`src/hw/rtl/hpwaf_pkg.sv`:
```
`timescale 1ns / 1ps
`default_nettype none
package hpwaf_pkg;

    localparam int MAX_WINDOW_DEF = 8;
    localparam int NUM_HANDS_DEF  = 2;
    localparam int POS_W  = 24;
    localparam int CONF_W = 17;
    localparam int GAIN_W = 16;
    localparam int CFG_W  = 17;
    localparam int CFG_IDX_W = 2;

    localparam logic [CFG_IDX_W-1:0] REG_GAIN      = 2'd0;
    localparam logic [CFG_IDX_W-1:0] REG_FILT_EN   = 2'd1;
    localparam logic [CFG_IDX_W-1:0] REG_WIN_SIZE  = 2'd2;
    localparam logic [CFG_IDX_W-1:0] REG_THRESHOLD = 2'd3;

    localparam logic CMD_POSE = 1'b0;
    localparam logic CMD_LOST = 1'b1;

    typedef struct packed {
        logic                     cmd;
        logic [1:0]               hand_sel;
        logic signed [POS_W-1:0]  pos_x;
        logic signed [POS_W-1:0]  pos_y;
        logic signed [POS_W-1:0]  pos_z;
        logic [CONF_W-1:0]        pose_conf;
        logic [4:0]               finger_ext;
    } in_item_t;

    typedef struct packed {
        logic                     kind;
        logic                     hand_out;
        logic signed [POS_W-1:0]  filt_x;
        logic signed [POS_W-1:0]  filt_y;
        logic signed [POS_W-1:0]  filt_z;
        logic [CONF_W-1:0]        filt_conf;
        logic                     is_tracked;
        logic                     is_pointing;
    } out_item_t;

    // control from sequencer to lanes
    typedef struct packed {
        logic clear;   // zero accumulator / start
        logic acc;     // add weighted sample
        logic div;     // start division
    } lane_ctl_t;

endpackage
`default_nettype wire

```
`src/hw/rtl/hpwaf_lane.sv`:
```
`timescale 1ns / 1ps
`default_nettype none
// One channel: weighted sum by accumulating products, then restoring signed division.
module hpwaf_lane #(
    parameter int DW = 24,
    parameter int SW = 32,
    parameter int DENW = 8
) (
    input  wire                          clk,
    input  wire                          rst_n,
    input  hpwaf_pkg::lane_ctl_t         ctl,
    input  wire signed [DW:0]            sample,    // sign-extended sample
    input  wire [DENW-1:0]               weight,
    input  wire [DENW-1:0]               den,
    output logic signed [DW-1:0]         quot,
    output logic                         done
);
    import hpwaf_pkg::*;

    localparam int CW = $clog2(SW + 1);

    logic signed [SW-1:0] sum_reg, sum_next;
    logic [SW-1:0]        mag_reg, mag_next;   // dividend magnitude, shifted out
    logic [SW-1:0]        rem_reg, rem_next;
    logic                 neg_reg, neg_next;
    logic [CW-1:0]        cnt_reg, cnt_next;
    logic                 busy_reg, busy_next;
    logic signed [DW+DENW+1:0] prod;
    logic [SW-1:0]        trial;

    assign prod = sample * $signed({1'b0, weight});
    assign trial = {rem_reg[SW-2:0], mag_reg[SW-1]} - SW'(den);

    always_comb
    begin
        sum_next  = sum_reg;
        mag_next  = mag_reg;
        rem_next  = rem_reg;
        neg_next  = neg_reg;
        cnt_next  = cnt_reg;
        busy_next = busy_reg;
        if (ctl.clear)
        begin
            sum_next  = '0;
            busy_next = 1'b0;
        end
        else if (ctl.acc)
        begin
            sum_next = sum_reg + SW'(prod);
        end
        else if (ctl.div)
        begin
            neg_next  = sum_reg[SW-1];
            mag_next  = sum_reg[SW-1] ? SW'(-sum_reg) : SW'(sum_reg);
            rem_next  = '0;
            cnt_next  = CW'(SW);
            busy_next = 1'b1;
        end
        else if (busy_reg)
        begin
            if (!trial[SW-1] || rem_reg[SW-1])
            begin
                rem_next = trial;
                mag_next = {mag_reg[SW-2:0], 1'b1};
            end
            else
            begin
                rem_next = {rem_reg[SW-2:0], mag_reg[SW-1]};
                mag_next = {mag_reg[SW-2:0], 1'b0};
            end
            cnt_next = cnt_reg - 1'b1;
            if (cnt_reg == CW'(1))
                busy_next = 1'b0;
        end
    end

    always_ff @(posedge clk or negedge rst_n)
    begin
        if (!rst_n)
        begin
            busy_reg <= 1'b0;
            cnt_reg  <= '0;
        end
        else
        begin
            busy_reg <= busy_next;
            cnt_reg  <= cnt_next;
        end
    end

    always_ff @(posedge clk)
    begin
        sum_reg <= sum_next;
        mag_reg <= mag_next;
        rem_reg <= rem_next;
        neg_reg <= neg_next;
    end

    logic signed [SW-1:0] q_signed;
    assign q_signed = neg_reg ? -$signed(mag_reg) : $signed(mag_reg);
    assign quot = q_signed[DW-1:0];
    assign done = !busy_reg;

endmodule
`default_nettype wire

```
`config.mk`:
```
export PLATFORM = sky130hd
export DESIGN_NAME = hpwaf_lane
export DESIGN_NICKNAME = d
export VERILOG_FILES = /design/src/hw/rtl/hpwaf_pkg.sv /design/src/hw/rtl/hpwaf_lane.sv
export SDC_FILE = /design/constraint.sdc
export NUM_CORES = 1
export LEC_CHECK = 0
export BUFFER_PORTS_ARGS = -buffer_cell sky130_fd_sc_hd__clkbuf_2
export CORE_MARGIN = 4
export CORE_UTILIZATION = 55
export DETAILED_ROUTE_END_ITERATION = 10
export GPL_ROUTABILITY_DRIVEN = 0
export PLACE_DENSITY = 0.73
export SETUP_SLACK_MARGIN = 0.1
export SLEW_MARGIN = 0
export SYNTH_ARGS = -nofsm -noshare
export SYNTH_HDL_FRONTEND = slang
export SYNTH_SLANG_ARGS = --single-unit
```
`constraint.sdc`:
```
create_clock -name clk -period 9.7 [get_ports clk]
set_input_delay 1.94 -clock clk [delete_from_list [all_inputs] [get_ports clk]]
set_output_delay 1.94 -clock clk [all_outputs]
set_load 0.005 [all_outputs]
```
**Word level (Yosys, flattened, before mapping)**

Cells that the tools add are included.

- Input bits: 46
- Register bits: 104
- Output and inout port bits: 25
- Word-level logic and storage cells: 36

- Multiply operators: 1
- Bitwise gates (word level): 2
- Add/sub/neg operators: 5
- Reduce and logical (&&, ||, !) cells: 6
- Multiplexer cells: 14
- Equal/unequal tests: 2

Operator list:

| kind | number |
|---|---|
| 2-to-1 mux 32 bit | 5 |
| adder 32 bit | 1 |
| multiplier 25 x 9 -> 32 bit | 1 |
| negation 32 bit | 1 |
| subtractor 32 x 8 -> 32 bit | 1 |
| 2-to-1 mux 24 bit | 1 |
| negation 24 bit | 1 |
| 2-to-1 mux 6 bit | 2 |
| equality test 6 x 1 -> 1 bit (second input constant) | 1 |
| 2-to-1 mux 1 bit | 6 |
| AND reduction 3 bit | 2 |
| subtractor 6 x 1 -> 6 bit (second input constant) | 1 |
| logical NOT 1 bit | 2 |
| inequality test 2 x 1 -> 1 bit (second input constant) | 1 |
| NOT 1 bit | 2 |
| nonzero test 2 bit | 1 |
| logical OR 1 bit | 1 |

**Depth between registers and ports, before layout**

- Word-level depth: 6
- Gate-level depth with buffers: 22
- Depth with buffers taken out: 20

**Worst setup path after synthesis**

No wires, ideal clock.

- Path type: input to register
- From: in weight[2]
- To: reg sum_reg[24]
- Stages on the path: 22
- Setup time: 0.092 ns
- Data required time: 9.608 ns
- Data arrival time: 7.334 ns
- Slack: 2.275 ns
- Buffers on the path: 2
- Path through: clkbuf_1 > clkbuf_1 > nand2_1 > fa_1 > inv_1 > fa_1 > inv_1 > fa_1 > inv_1 > fa_1 > inv_1 > fa_1 > inv_1 > ha_1 > a211o_1 > o22a_1 > o211ai_1 > o31ai_1 > a2111oi_0 > nor3_1 > o211a_1 > nor4_1

- Cells in the longest elaborated chain, start to end: 2

RTL lines:

| item | line | text |
|---|---|---|
| from (decl) | hpwaf_lane.sv:13 | `input wire [DENW-1:0] weight,` |
| multiplier 25 x 9 -> 32 bit | hpwaf_lane.sv:31 | `assign prod = sample * $signed({1'b0, weight});` |
| adder 32 bit | hpwaf_lane.sv:49 | `sum_next = sum_reg + SW'(prod);` |
| to (signal assigned) | hpwaf_lane.sv:93 | `sum_reg <= sum_next;` |
| to (decl) | hpwaf_lane.sv:22 | `logic signed [SW-1:0] sum_reg, sum_next;` |

Every way passes these cells.
A chain may end at the register's enable or synchronous reset.

**Worst setup path in the final report**

- From: in weight[0]
- To: reg sum_reg[24]

The elaborated chain is that of the path after synthesis.

==> results.cfg <==
[status]
run_status = complete, no violations

[setup_path]
critPathMaxStageDelay_ps = 690
startpoint_type = primary input
cp_top_family = adder cells
cp_max_fo = 25
critPathRequiredTime_ps = 9900
endpoint_kind = flip-flop
crit_cells = 21
worstPathCellList = clkbuf_2 -> nand2_1 -> fa_1 -> inv_1 -> fa_1 -> inv_1 -> fa_1 -> inv_1 -> fa_1 -> inv_1 -> fa_1 -> inv_1 -> ha_1 -> a211o_1 -> o22a_1 -> o211ai_1 -> o31ai_1 -> a2111oi_0 -> nor3_1 -> nor4b_1 -> nor4_1
cp_num_buf_inv = 6
cpMaxStageDelayCell = a2111oi_0
rr_worst_depth = 9
worst_ep_arrival_time_ps = 7820
critPathKind = in2reg

[timing]
fmax_ghz = 0.131
final.setup.tns_ps = 0
finalCritPeriodShare = 0.785
setup_viol = 0
rsz0062_at_grt = no
relSlewSlack = 0.151
maxSlewViolCount = 0
min_period_ps = 7620
final-hold-violation-count = 0
fin_worst_hold_slack_ps = 475
finalClockSkew_ps = 10.1
worstMarginPinSlew_ps = 1270

[floorplanning]
dieArea_sq_um = 27200
num_rows = 57
start_util = 0.557
core_area_sq_um = 24300
die_w_um = 165
ios = 71
die_h_um = 165

[placed_design]
dp_cells = 1852
dp_hpwl_um = 22500
portBuffers = 70
place_area_sq_um = 14200

[yosys]
async_flop_share = 0.0673
synth_top_area_frac = 0.264
synth_seq_area_share = 0.204
synthFlopType = edfxtp_1
yosys-top-cells-count = inv_1, fa_1, nand2_1
yosys.cell_types.count = 64
yosysMostFrequentCell = inv_1
synthesis.instances = 1506
ys_seq_elements = 104
syn_area_sq_um = 13600
ys_warn_count = 0
yosys.area.top_type = fa_1
ys_top_cells_by_area = fa_1, edfxtp_1, ha_1
syn-num-nets = 1813
avgSynthCellArea_sq_um = 9.00
synth_edf_count = 65

[global_routing]
grtUsageTotal = 0.210
grt_start_max_net_pins = 109
antenna_found_initial = 0
grt_overflow = 0
grt_pass1_wl_um = 47400
grt_pass1_vias = 9861

[detailed_routing]
totalWireLength_um = 28000
viasPerCell = 5.46
ant_nets = 0
drt_iter0_drc = 565
wl_per_cell_um = 15.0
dr_total_vias = 10191
drc_errors = 0
dr.pass1.iters = 5

[clock_tree]
hold_buffers = 0
clkSlewWorstSetupHoldPaths_ps = 70
post-cts-setup-buffer-count = 0
clock-sinks = 104
cts_tree = built
root_buffer = clkbuf_16
cts_made_buffers = 9
clk_latency_ps = 350
cts_resized = 0
htreeDepth = 3
cts_buffer_depth = 2

[hold_path]
hold_depth = 2
hold_class = reg2reg

[power_and_ir_drop]
power_density_nw_per_um2 = 281
leakagePower_nw = 6.66
irDropWorstVdd_mv = 0.158

[final_layout]
area_growth_pct = 6.71
nNetsFinal = 1846
final_util = 0.595
drive_above_1_share = 0.0738
n_antenna_cell = 0
final_cell_area_sq_um = 14500
stdcell_count = 1868

[flow_run]
maxCapViolCount = 0
worst reg2reg max path, cell delays in order, from the launching register on:
cell and delay [ps]:
edfxtp_1 440, nor4_1 490, nand4b_1 570, nor4_4 440, and2_4 200, o311a_1 190, o311ai_4 230, buf_4 290
nor4b_1 360, mux2_2 380
layout make-up:
cell class,instances,area (sq um)
Multi-Input combinational cell,1098,9650
Fill cell,2148,9850
Sequential cell,104,2770
Clock buffer,10,250
Clock inverter,6,63.8
Inverter,252,946
Tap cell,324,405
Timing Repair Buffer,74,383
cell families (layout without fill, tap and decap cells):
kind of cell,after synthesis,count (layout),share of synthesized area
adder cells (fa/ha/maj),261,261,0.340
buffers and inverters,304,342,0.0847
flip-flops,104,104,0.204
AO/OA/AOI/OAI,223,223,0.105
AND/OR/NAND/NOR,494,494,0.185
multiplexers,31,31,0.0238
XOR/XNOR,89,89,0.0575
stage by stage:
step                      setup WS (ps)  power (mW)
after detailed placement           1780        3.67
after CTS                          2120        4.06
after global placement             1920        3.57
after global routing               1640        4.53
final                              2080        4.06
after floorplan                    2270        3.07
worst paths after layout:
path / from / endpoint / slack [ps]
max: weight[0] / sum_reg[24] / 2080
min: sum_reg[16] / sum_reg[16] / 480
max reg2reg: rem_reg[10] / rem_reg[12] / 5880
min reg2reg: sum_reg[16] / sum_reg[16] / 480
max in group asynchronous: rst_n / cnt_reg[4] / 8100
min in group asynchronous: rst_n / cnt_reg[3] / 1420
power by group:
part / total, mW / internal (mW) / switching (mW)
clock network: 0.379 / 0.216 / 0.163
logic: 3.06 / 1.32 / 1.74
registers: 0.628 / 0.556 / 0.0721
total: 4.06 / 2.09 / 1.98
placed cells by master, fill, tap and decap left out, types with 20 or more instances in the layout:
cell type and count:
o31ai_1 25, fa_1 179, edfxtp_1 65, a21oi_1 70, dfxtp_1 32, nor2_1 96, inv_1 251, nor3_1 20
o21ai_0 51, nor2b_1 20, and2_1 102, nand2_1 152, mux2i_1 21, or3_1 25, xnor2_1 72, ha_1 82
clkbuf_2 69
routing by layer:
| metal | global-route usage | up-vias | wire [um] |
|---|---|---|---|
| met5 | 0 | - | 0 |
| met4 | 0.0423 | 0 | 219 |
| met3 | 0.0160 | 18 | 1260 |
| met2 | 0.329 | 225 | 12600 |
| met1 | 0.322 | 4966 | 13900 |
| li1 | - | 4982 | - |
Note: power is estimated with default switching activity, not from simulation.
